### src/hw/rtl/brace_record_field_parser_unit_assert.svh
// ----------------------------------------------------------------------------
// Assertion macros for the brace record field parser
// Concurrent checks on clk, disabled while arst_n is low; empty for synthesis.
// ----------------------------------------------------------------------------
`ifndef BRACE_RECORD_FIELD_PARSER_UNIT_ASSERT_SVH
`define BRACE_RECORD_FIELD_PARSER_UNIT_ASSERT_SVH

`ifndef SYNTHESIS

// Same-cycle implication
`define BRFP_ASSERT_IMPL(lbl, ante, cons) \
	lbl: assert property (@(posedge clk) disable iff (!arst_n) (ante) |-> (cons)) \
		else $error("brfp: same-cycle check failed");

// Next-cycle implication
`define BRFP_ASSERT_NEXT(lbl, ante, cons) \
	lbl: assert property (@(posedge clk) disable iff (!arst_n) (ante) |=> (cons)) \
		else $error("brfp: next-cycle check failed");

`else

`define BRFP_ASSERT_IMPL(lbl, ante, cons)
`define BRFP_ASSERT_NEXT(lbl, ante, cons)

`endif

`endif

### src/hw/rtl/brfp_pkg.sv
// ----------------------------------------------------------------------------
// brfp_pkg
// Types, constants and helpers shared by the brace record field parser.
// ----------------------------------------------------------------------------
package brfp_pkg;

	localparam logic [6:0] RECORD_LEN    = 7'd96;
	localparam logic [6:0] FIELD_END_POS = RECORD_LEN - 7'd3;
	localparam logic [6:0] LAST_FIELD_MAX = 7'd5;

	localparam logic [7:0] CH_OPEN  = 8'h7B;  // '{'
	localparam logic [7:0] CH_CLOSE = 8'h7D;  // '}'
	localparam logic [7:0] CH_COMMA = 8'h2C;  // ','

	localparam logic [2:0] FIELD_LAST = 3'd4;

	typedef enum logic [2:0] {
		PH_IDLE,
		PH_SEEK,
		PH_F0,
		PH_F1,
		PH_F2,
		PH_F3,
		PH_F4
	} phase_t;

	typedef struct packed {
		phase_t      phase;
		logic [6:0]  byte_position;
		logic [6:0]  field_char_count;
		logic [15:0] lookahead_window;  // older byte in the high half
		logic [1:0]  skip_count;
		logic        zero_seen;
	} brfp_state_t;

	typedef struct packed {
		logic       valid;
		logic       char_valid;
		logic [2:0] field_index;
		logic [7:0] char_value;
		logic       record_ok;
		logic       record_error;
		logic [6:0] error_position;
		logic [6:0] error_count;
	} brfp_result_t;

	function automatic logic [6:0] sat_add(input logic [6:0] v, input logic [1:0] d);
		logic [7:0] s;
		s = {1'b0, v} + {6'b0, d};
		return s[7] ? 7'h7F : s[6:0];
	endfunction

	function automatic logic [6:0] field_limit(input logic [1:0] f);
		logic [6:0] lim;
		unique case (f)
			2'd0:    lim = 7'd32;
			2'd1:    lim = 7'd64;
			2'd2:    lim = 7'd90;
			default: lim = 7'd15;
		endcase
		return lim;
	endfunction

endpackage

### src/hw/rtl/brfp_step.sv
// ----------------------------------------------------------------------------
// brfp_step
// Next-state and result logic for one record byte.
// ----------------------------------------------------------------------------
module brfp_step (
	input  brfp_pkg::brfp_state_t  state_in,
	input  logic [7:0]             data_byte,
	input  logic                   record_start,
	output brfp_pkg::brfp_state_t  state_out,
	output brfp_pkg::brfp_result_t res
);

	brfp_pkg::brfp_state_t cur;
	logic [6:0] pos1;
	logic [6:0] cnt1;
	logic [7:0] b0;
	logic [7:0] b1;
	logic [1:0] f;
	logic       zero_n;
	logic       done;

	function automatic brfp_pkg::phase_t phase_t_next(input brfp_pkg::phase_t p);
		return brfp_pkg::phase_t'(3'(p) + 3'd1);
	endfunction

	// a start byte restarts the record from a clean state
	always_comb begin
		if (record_start) begin
			cur = '0;
			cur.phase = brfp_pkg::PH_SEEK;
		end else begin
			cur = state_in;
		end
	end

	assign pos1 = brfp_pkg::sat_add(cur.byte_position, 2'd1);
	assign cnt1 = brfp_pkg::sat_add(cur.field_char_count, 2'd1);
	assign b0   = cur.lookahead_window[15:8];
	assign b1   = cur.lookahead_window[7:0];
	assign f    = 2'(3'(cur.phase) - 3'(brfp_pkg::PH_F0));

	always_comb begin
		state_out = cur;
		res       = '0;
		zero_n    = cur.zero_seen;
		done      = 1'b0;
		unique case (cur.phase)
			brfp_pkg::PH_IDLE: begin
				state_out = cur;
			end
			brfp_pkg::PH_SEEK: begin
				state_out.byte_position = pos1;
				if (data_byte == brfp_pkg::CH_OPEN) begin
					state_out.phase            = brfp_pkg::PH_F0;
					state_out.field_char_count = '0;
					state_out.lookahead_window = '0;
					state_out.skip_count       = '0;
					state_out.zero_seen        = 1'b0;
				end else if (pos1 >= brfp_pkg::RECORD_LEN) begin
					state_out.field_char_count = '0;
					state_out.phase            = brfp_pkg::PH_IDLE;
					res.valid          = 1'b1;
					res.record_error   = 1'b1;
					res.error_position = pos1;
				end
			end
			brfp_pkg::PH_F0, brfp_pkg::PH_F1, brfp_pkg::PH_F2, brfp_pkg::PH_F3: begin
				if (cur.skip_count < 2'd2) begin
					// filling the two-byte lookahead
					state_out.lookahead_window = {b1, data_byte};
					state_out.skip_count       = cur.skip_count + 2'd1;
				end else if (b0 == brfp_pkg::CH_CLOSE && b1 == brfp_pkg::CH_COMMA &&
						data_byte == brfp_pkg::CH_OPEN) begin
					state_out.byte_position    = brfp_pkg::sat_add(cur.byte_position, 2'd3);
					state_out.phase            = phase_t_next(cur.phase);
					state_out.field_char_count = '0;
					state_out.lookahead_window = '0;
					state_out.skip_count       = '0;
					state_out.zero_seen        = 1'b0;
				end else begin
					zero_n = cur.zero_seen | (b0 == 8'h00);
					state_out.zero_seen        = zero_n;
					state_out.byte_position    = pos1;
					state_out.field_char_count = cnt1;
					state_out.lookahead_window = {b1, data_byte};
					if (pos1 >= brfp_pkg::FIELD_END_POS || cnt1 >= brfp_pkg::field_limit(f)) begin
						state_out.phase    = brfp_pkg::PH_IDLE;
						res.valid          = 1'b1;
						res.record_error   = 1'b1;
						res.field_index    = {1'b0, f};
						res.error_position = pos1;
						res.error_count    = cnt1;
					end else if (!zero_n) begin
						res.valid       = 1'b1;
						res.char_valid  = 1'b1;
						res.field_index = {1'b0, f};
						res.char_value  = b0;
					end
				end
			end
			brfp_pkg::PH_F4: begin
				res.field_index = brfp_pkg::FIELD_LAST;
				if (data_byte == brfp_pkg::CH_CLOSE) begin
					state_out.phase = brfp_pkg::PH_IDLE;
					res.valid       = 1'b1;
					res.record_ok   = 1'b1;
				end else begin
					zero_n = cur.zero_seen | (data_byte == 8'h00);
					done   = (pos1 >= brfp_pkg::RECORD_LEN) || (cnt1 >= brfp_pkg::LAST_FIELD_MAX);
					state_out.zero_seen        = zero_n;
					state_out.byte_position    = pos1;
					state_out.field_char_count = cnt1;
					res.valid     = !zero_n || done;
					res.record_ok = done;
					if (!zero_n) begin
						res.char_valid = 1'b1;
						res.char_value = data_byte;
					end
					if (done) begin
						state_out.phase = brfp_pkg::PH_IDLE;
					end
				end
			end
			default: begin
				state_out.phase = brfp_pkg::PH_IDLE;
			end
		endcase
	end

endmodule

### src/hw/rtl/brace_record_field_parser_unit.sv
// ----------------------------------------------------------------------------
// brace_record_field_parser_unit
// Streaming parser for records of the form {f0},{f1},{f2},{f3},{f4}.
// ----------------------------------------------------------------------------
// One record byte is taken per clock, back to back, whenever the result
// register is empty or being drained in the same cycle. Each byte is judged
// by a single pass of compare and counter logic between the parser state
// registers and the result register, so a result appears on the master side
// in the cycle after the byte that caused it; bytes that cause no result (skipped
// bytes, lookahead fill, field separators, suppressed bytes after a zero)
// produce no transaction. In fields 0 to 3 a content byte is reported two
// bytes late, once its two lookahead bytes have arrived.
module brace_record_field_parser_unit (
	input  logic        clk,
	input  logic        arst_n,
	input  logic        s_axis_tvalid,
	output logic        s_axis_tready,
	input  logic [7:0]  s_axis_tdata,   // [7:0] data_byte
	input  logic        s_axis_tuser,   // [0] record_start
	output logic        m_axis_tvalid,
	input  logic        m_axis_tready,
	output logic [23:0] m_axis_tdata,   // [7:0] char_value, [14:8] error_position,
	                                    // [21:15] error_count, [23:22] zero
	output logic [5:0]  m_axis_tuser    // [0] char_valid, [3:1] field_index,
	                                    // [4] record_ok, [5] record_error
);

`include "brace_record_field_parser_unit_assert.svh"

	brfp_pkg::brfp_state_t  state_q;
	brfp_pkg::brfp_state_t  state_nxt;
	brfp_pkg::brfp_result_t step_res;
	brfp_pkg::brfp_result_t res_q;
	logic                   in_acc;
	logic                   ends_record;

	assign s_axis_tready = !m_axis_tvalid || m_axis_tready;
	assign in_acc        = s_axis_tvalid && s_axis_tready;

	brfp_step u_step (
		.state_in     (state_q),
		.data_byte    (s_axis_tdata),
		.record_start (s_axis_tuser),
		.state_out    (state_nxt),
		.res          (step_res)
	);

	always_ff @(posedge clk or negedge arst_n) begin
		if (!arst_n) begin
			state_q       <= '0;
			m_axis_tvalid <= 1'b0;
		end else begin
			if (in_acc) begin
				state_q <= state_nxt;
			end
			if (in_acc && step_res.valid) begin
				m_axis_tvalid <= 1'b1;
			end else if (m_axis_tready) begin
				m_axis_tvalid <= 1'b0;
			end
		end
	end

	// result payload, no reset needed
	always_ff @(posedge clk) begin
		if (in_acc && step_res.valid) begin
			res_q <= step_res;
		end
	end

	assign m_axis_tdata = {2'b00, res_q.error_count, res_q.error_position, res_q.char_value};
	assign m_axis_tuser = {res_q.record_error, res_q.record_ok, res_q.field_index,
	                       res_q.char_valid};

	assign ends_record = in_acc && step_res.valid &&
	                     (step_res.record_error || step_res.record_ok);

	`BRFP_ASSERT_IMPL(a_ready_when_empty, !m_axis_tvalid, s_axis_tready)
	`BRFP_ASSERT_IMPL(a_ok_not_err, m_axis_tvalid && res_q.record_ok, !res_q.record_error)
	`BRFP_ASSERT_IMPL(a_char_not_err, m_axis_tvalid && res_q.char_valid, !res_q.record_error)
	`BRFP_ASSERT_IMPL(a_ok_last_field, m_axis_tvalid && res_q.record_ok, res_q.field_index == brfp_pkg::FIELD_LAST)
	`BRFP_ASSERT_NEXT(a_error_goes_idle, ends_record, state_q.phase == brfp_pkg::PH_IDLE)

endmodule

### config.mk
export PLATFORM = sky130hd
export DESIGN_NAME = brace_record_field_parser_unit
export DESIGN_NICKNAME = d
export VERILOG_FILES = /design/src/hw/rtl/brfp_pkg.sv /design/src/hw/rtl/brfp_step.sv /design/src/hw/rtl/brace_record_field_parser_unit.sv
export VERILOG_INCLUDE_DIRS = /design/src /design/src/hw/rtl
export SDC_FILE = /design/constraint.sdc
export NUM_CORES = 1
export LEC_CHECK = 0
export ABC_CLOCK_PERIOD_IN_PS = 4700
export BUFFER_PORTS_ARGS = -buffer_cell sky130_fd_sc_hd__buf_2
export CAP_MARGIN = 10
export CORE_MARGIN = 2
export CORE_UTILIZATION = 59
export CTS_CLUSTER_SIZE = 30
export DETAILED_ROUTE_END_ITERATION = 6
export PLACE_DENSITY = 0.8
export SETUP_SLACK_MARGIN = 0.02
export SYNTH_ARGS = -nofsm -noshare
export SYNTH_HDL_FRONTEND = slang
export SYNTH_SLANG_ARGS = --single-unit
### constraint.sdc
create_clock -name clk -period 4.7 [get_ports clk]
set_clock_uncertainty 0.2 [all_clocks]
set_input_delay 0.47 -clock clk [delete_from_list [all_inputs] [get_ports clk]]
set_output_delay 0.47 -clock clk [all_outputs]
set_load 0.01 [all_outputs]
-- Yosys cells after proc, flatten, opt, wreduce, memory -nomap -nowiden
Cells that the tools add are included.
- output and inout bits: 32
- input port bits: 13
- register bits after elaboration: 65
- add/sub/neg operators: 6
- magnitude comparators: 5
- equality and inequality tests: 12
- bitwise gates (word level): 4
- muxes and demuxes: 53
- reductions and logical operators: 17
- operator list (kind ; number):
    $mux 7 ; 8
    $mux 15 ; 3
    $pmux 14 s3 ; 1
    $mux 8 ; 5
    $mux 13 ; 3
    $mux 36 ; 1
    $pmux 18 s2 ; 1
    $mux 33 ; 1
    $eq 8x7->1 const B ; 3
    $pmux 12 s2 ; 1
    $pmux 7 s3 ; 1
    $mux 19 ; 1
    $mux 18 ; 1
    $mux 3 ; 6
    $mux 17 ; 1
    $add 7x1->8 const B ; 2
    $logic_not 8->1 ; 2
    $pmux 8 s2 ; 1
    $ge 7x7->1 const B ; 2
    $mux 14 ; 1
    $mux 1 ; 13
    $pmux 3 s4 ; 1
    $eq 3x3->1 const B ; 3
    $add 7x2->8 const B ; 1
    other kinds (22) ; 34

-- Logic depth before layout (Yosys ltp)
- depth in word-level cells: 15
- depth in mapped cells: 17
- depth with buffers taken out: 13

-- By module
From an unflattened synthesis, not the netlist that was laid out.
- cells, all modules: 466
- area total of the unflattened synthesis: 4629.4 µm²
- by module, submodules not included (module ; seq. area each (µm²) ; instances ; cells an instance ; area an instance (µm²)):
    brace_record_field_parser_unit ; 1766.7 ; 1 ; 112 ; 2376.0
    brfp_step ; 0.0 ; 1 ; 354 ; 2253.4

-- Least setup slack after synthesis
No wires, ideal clock.
- kind: input -> register
- start: in s_axis_tuser
- end: reg res_q, in the netlist m_axis_tdata[0] (enable)
- slack: 0.039 ns
- stages: 14
- required time: 4.103 ns
- arrival: 4.064 ns
- setup time: 0.397 ns
- cell sequence: buf_2 > buf_4 > clkbuf_1 > nor2_1 > inv_1 > ha_1 > ha_1 > nor3_1 > and2_4 > or3_1 > or2_1 > buf_2 > or3b_4 > a41oi_2
- longest elaborated chain between the ends: 14
- elaborated cells between the ends (all ways): 45
- RTL lines (what ; RTL line ; source):
    start, declared ; brace_record_field_parser_unit.sv:19 ; input logic s_axis_tuser,
    $mux 36 * ; brfp_step.sv:28 ; if (record_start) begin
    $sub 2x2->2 ; brfp_step.sv:40 ; assign f = 2'(3'(cur.phase) - 3'(brfp_pkg::PH_F0));
    $eq 2x2->1, or another cell as far along ; brfp_pkg.sv:55 ; unique case (f)
    $pmux 7 s3 ; brfp_pkg.sv:55 ;
    $mux 7 ; brfp_step.sv:72 ; end else if (b0 == brfp_pkg::CH_CLOSE && b1 == brfp_pkg::CH_COMMA &&
    $mux 7 ; brfp_step.sv:68 ; if (cur.skip_count < 2'd2) begin
    $mux 7 ; brfp_step.sv:47 ; unique case (cur.phase)
    $ge 7x7->1 ; brfp_step.sv:86 ; if (pos1 >= brfp_pkg::FIELD_END_POS || cnt1 >= brfp_pkg::field_limit(f)) begin
    $logic_or 1x1->1 ; brfp_step.sv:86 ;
    $mux 1 ; brfp_step.sv:86 ;
    $mux 13 ; brfp_step.sv:72 ;
    $mux 13 ; brfp_step.sv:68 ;
    $pmux 1 s3 * ; brfp_step.sv:47 ;
    $logic_and 1x1->1 * ; -- ;
    end signal, assigned ; brace_record_field_parser_unit.sv:67 ; res_q <= step_res;
    end, declared ; brace_record_field_parser_unit.sv:33 ; brfp_pkg::brfp_result_t res_q;
Mark *: on every way between the ends. The rest lies on a longest branch, timed or not. The select of a mux whose other input is x is not followed.
A chain may end at the register's enable or synchronous reset.

-- Worst setup path after layout
- start: in s_axis_tuser
- end: reg res_q, in the netlist m_axis_tdata[7] (enable)
- elaborated cells between the ends (all ways): 45
- RTL lines (what ; RTL line ; source):
    $mux 36 * ; brfp_step.sv:28 ;
    $add 7x1->8 * ; brfp_pkg.sv:49 ; s = {1'b0, v} + {6'b0, d};
    $mux 7 * ; brfp_pkg.sv:50 ; return s[7] ? 7'h7F : s[6:0];
    via u_step.cnt1[4] ; brfp_step.sv:15 ; logic [6:0] cnt1;
    $ge 7x7->1 ; brfp_step.sv:86 ;
    $logic_or 1x1->1 ; brfp_step.sv:86 ;
    $mux 1 ; brfp_step.sv:86 ;
    $mux 13 ; brfp_step.sv:72 ;
    $mux 13 ; brfp_step.sv:68 ;
    $pmux 1 s3 * ; brfp_step.sv:47 ;
    $logic_and 1x1->1 * ; -- ;
Mark *: on every way through the listed nets, which the timed path passes. The rest lies on a longest branch. The select of a mux whose other input is x is not followed.

==> impl_metrics.ini <==
[outcome]
status = finished clean

[synth]
synthAdderAreaFrac = 0.0515
synth-compound-area-share = 0.237
synth_edf_count = 28
syn_avg_cell_area_um2 = 9.33
syn_area_um2 = 4130
async_flop_share = 0.569
yosysSeqAreaShare = 0.428
synth_xor_area_frac = 0.0127
muxShareOfSynthArea = 0.0127
synth_top_family_by_area = compound AO/OA/AOI/OAI gates
syn_inst = 443
ys_ff_latch = 65
synthSimpleGateAreaFrac = 0.213
synth.distinct_cells = 68
yosysWarningCount = 0
synth_top_flop_cell = dfrtp_1

[cts]
numCtsBuffers = 9
cts_buffer_depth = 2
worstSkewPairLatency_ns = 0.35
cts_sinks = 65
htree_num_levels = 3
cts_root_buffer = clkbuf_8
post_cts_resized = 0
cts_tree = built
postCtsHoldBufs = 0
path_clk_slew_ns = 0.08
postCtsSetupBuffers = 0

[run]
maxCapViolations = 0

[setup_path]
reg2reg_from = state_q[19]
path_class = input pin to flip-flop
crit_chain = buf_2 -> and2b_1 -> ha_1 -> nand3_1 -> xor2_1 -> o21ai_0 -> ha_1 -> a21o_1 -> a31oi_1 -> a21oi_1 -> o31ai_4 -> a41oi_2 -> buf_4
reg2reg_to = m_axis_tdata[7]
reg2reg_slack_ns = 0.88
cp_max_fo = 19
start_kind = input pin
cp_slowest_cell = o31ai_4
cp_slowest_stage_delay_ns = 0.41
end_kind = flip-flop
critPathMostFrequentCell = ha_1
worstPathRequired_ns = 4.59
r2r.worst_path.cells = 12
worstPathArrival_ns = 3.78

[global_route]
grt_pass1_wl_mm = 18.1
grt_max_degree = 38
overflow = 0
antenna_found_initial = 0
grtUsageTotal = 0.310
grt_pass1_vias = 3444

[hold_path]
worstHoldPathType = input pin to asynchronous set/reset pin

[floorplan]
die_w_um = 87.7
initial_core_util = 0.608
die_height_um = 87.7
dieArea_um2 = 7690
row_count = 30
io_pins = 45
core_area_um2 = 6790

[routing]
drtAntennaViolNets = 0
drt_wl_total_mm = 11.4
wire_per_inst_um = 19.5
drc_errors = 0
vias = 3824
vias_per_cell = 6.53
drt_iter0_drc = 414
drt-pass1-iter-count = 5

[timing]
layout_setup_ws_ns = 0.808
worstMarginPinSlew_ns = 1.14
drv_slew = 0
tns_ns = 0
slew_headroom = 0.232
holdWs_ns = 0.0167
rsz0062_at_grt = no
fin_crit_sh = 0.828
fmax_mhz = 257
hold_viol = 0
min_period_ns = 3.89
setup_viol = 0

[pwr]
vdd_drop_max_mv = 0.172
pwr-share-seq = 0.500
net-switching-power_uw = 341
power_uw = 1230
leakage_uw = 0.00211
combPwrFrac = 0.119
power_per_cell_area_nw_per_um2 = 265
pwr-share-clk = 0.382
internal_power_uw = 887
p_sw_frac = 0.278

[cells_and_area]
drive_gt1_frac = 0.169
area_delta_synth_final_pct = 12.1
final_common_cell = buf_2
diodes = 0
final_cell_mix = buf_2, nor2_1, nand2_1
nNetsFinal = 515

[placement]
dp_hpwl_mm = 8.40
port_buffers = 42
gp_congestion = 0.979
dpl_worst_slack_ns = 0.571
[final cells by class]
class | instances | area, um2
clock buffer | 9 | 124
clock inverter | 7 | 71.3
fill | 540 | 2160
inverter | 21 | 78.8
multi-input combinational | 336 | 2180
sequential | 65 | 1770
tap | 96 | 120
timing repair buffer | 52 | 285
[routing by layer]
layer | GRT usage | share of wire
met1 | 0.442 | 0.43
met2 | 0.479 | 0.46
met3 | 0.0641 | 0.086
met4 | 0.0965 | 0.024
met5 | 0 | 0
[flip-flops by register name, indices dropped and copies added (netlist names)]
name / flops
m_axis_tuser: 6
state_q: 36
m_axis_tvalid: 1
m_axis_tdata: 22
[power groups by stage]
stage                     combinational, uW  clock (uW)  sequential [uW]
after floorplan                         100           0              613
after global placement                  138           0              624
after detailed placement                139           0              623
after CTS                               141         476              612
after global routing                    159         501              613
final                                   146         469              613
[kinds of logic (layout without fill, tap and decap cells)]
logic type	after synthesis	after routing
buffers and inverters	43	89
AOI/OAI and AO/OA	141	141
adders and majority gates	17	17
xor gates and xnor gates	6	6
and+or+nand+nor	165	165
DFF	65	65
muxes	5	5
other	1	2
[synth_stat cells, drive strengths merged, types with 3 or more instances]
library cell / count / area share
or2: 3 / 0.0045
nor3b: 3 / 0.0067
inv: 21 / 0.019
a31oi: 3 / 0.0045
clkbuf: 14 / 0.013
nor4: 3 / 0.0045
or3: 3 / 0.0058
o22ai: 3 / 0.0045
dfrtp: 37 / 0.22
o21ai: 35 / 0.042
a21oi: 32 / 0.039
or4: 4 / 0.0073
nand2: 38 / 0.035
and3: 6 / 0.0091
mux2i: 3 / 0.0073
and2: 5 / 0.0082
xor2: 4 / 0.0085
edfxtp: 28 / 0.20
ha: 17 / 0.051
nor2: 41 / 0.041
nor3: 14 / 0.017
o31ai: 3 / 0.0088
nand3: 11 / 0.013
nand4: 4 / 0.0061
nor2b: 13 / 0.020
a22o: 28 / 0.059
o2bb2ai: 4 / 0.0085
a211o: 5 / 0.011
a21o: 6 / 0.011
nand2b: 6 / 0.0091
buf: 8 / 0.013
[worst max-delay path, delay by kind of cell]
family          cells  cell delay, ns
compound gates      6            1.55
fa+ha+maj           2            0.65
buf+inv             2            0.50
simple gates        2            0.44
xor+xnor            1            0.15
[how the worst max path moves through the flow]
stage	cells after the start	start	slack [ns]	end
detailed placement	13	s_axis_tuser	0.57	m_axis_tdata[4]
global placement	12	s_axis_tuser	0.66	m_axis_tdata[6]
floorplan	14	s_axis_tuser	0.04	m_axis_tdata[0]
global route	13	s_axis_tuser	0.54	m_axis_tdata[8]
CTS	13	s_axis_tuser	0.88	m_axis_tdata[5]
finish	13	s_axis_tuser	0.81	m_axis_tdata[7]
[per-stage QoR]
| step | util | cell area (um2) | instances |
|---|---|---|---|
| after detailed placement | 0.653 | 4430 | 570 |
| after CTS | 0.681 | 4630 | 586 |
| after global routing | 0.681 | 4630 | 586 |
| final | 0.681 | 4630 | 586 |
| after floorplan | - | 4140 | 444 |
| after global placement | 0.653 | 4430 | 570 |
Note: power is estimated with default switching activity, not from simulation.
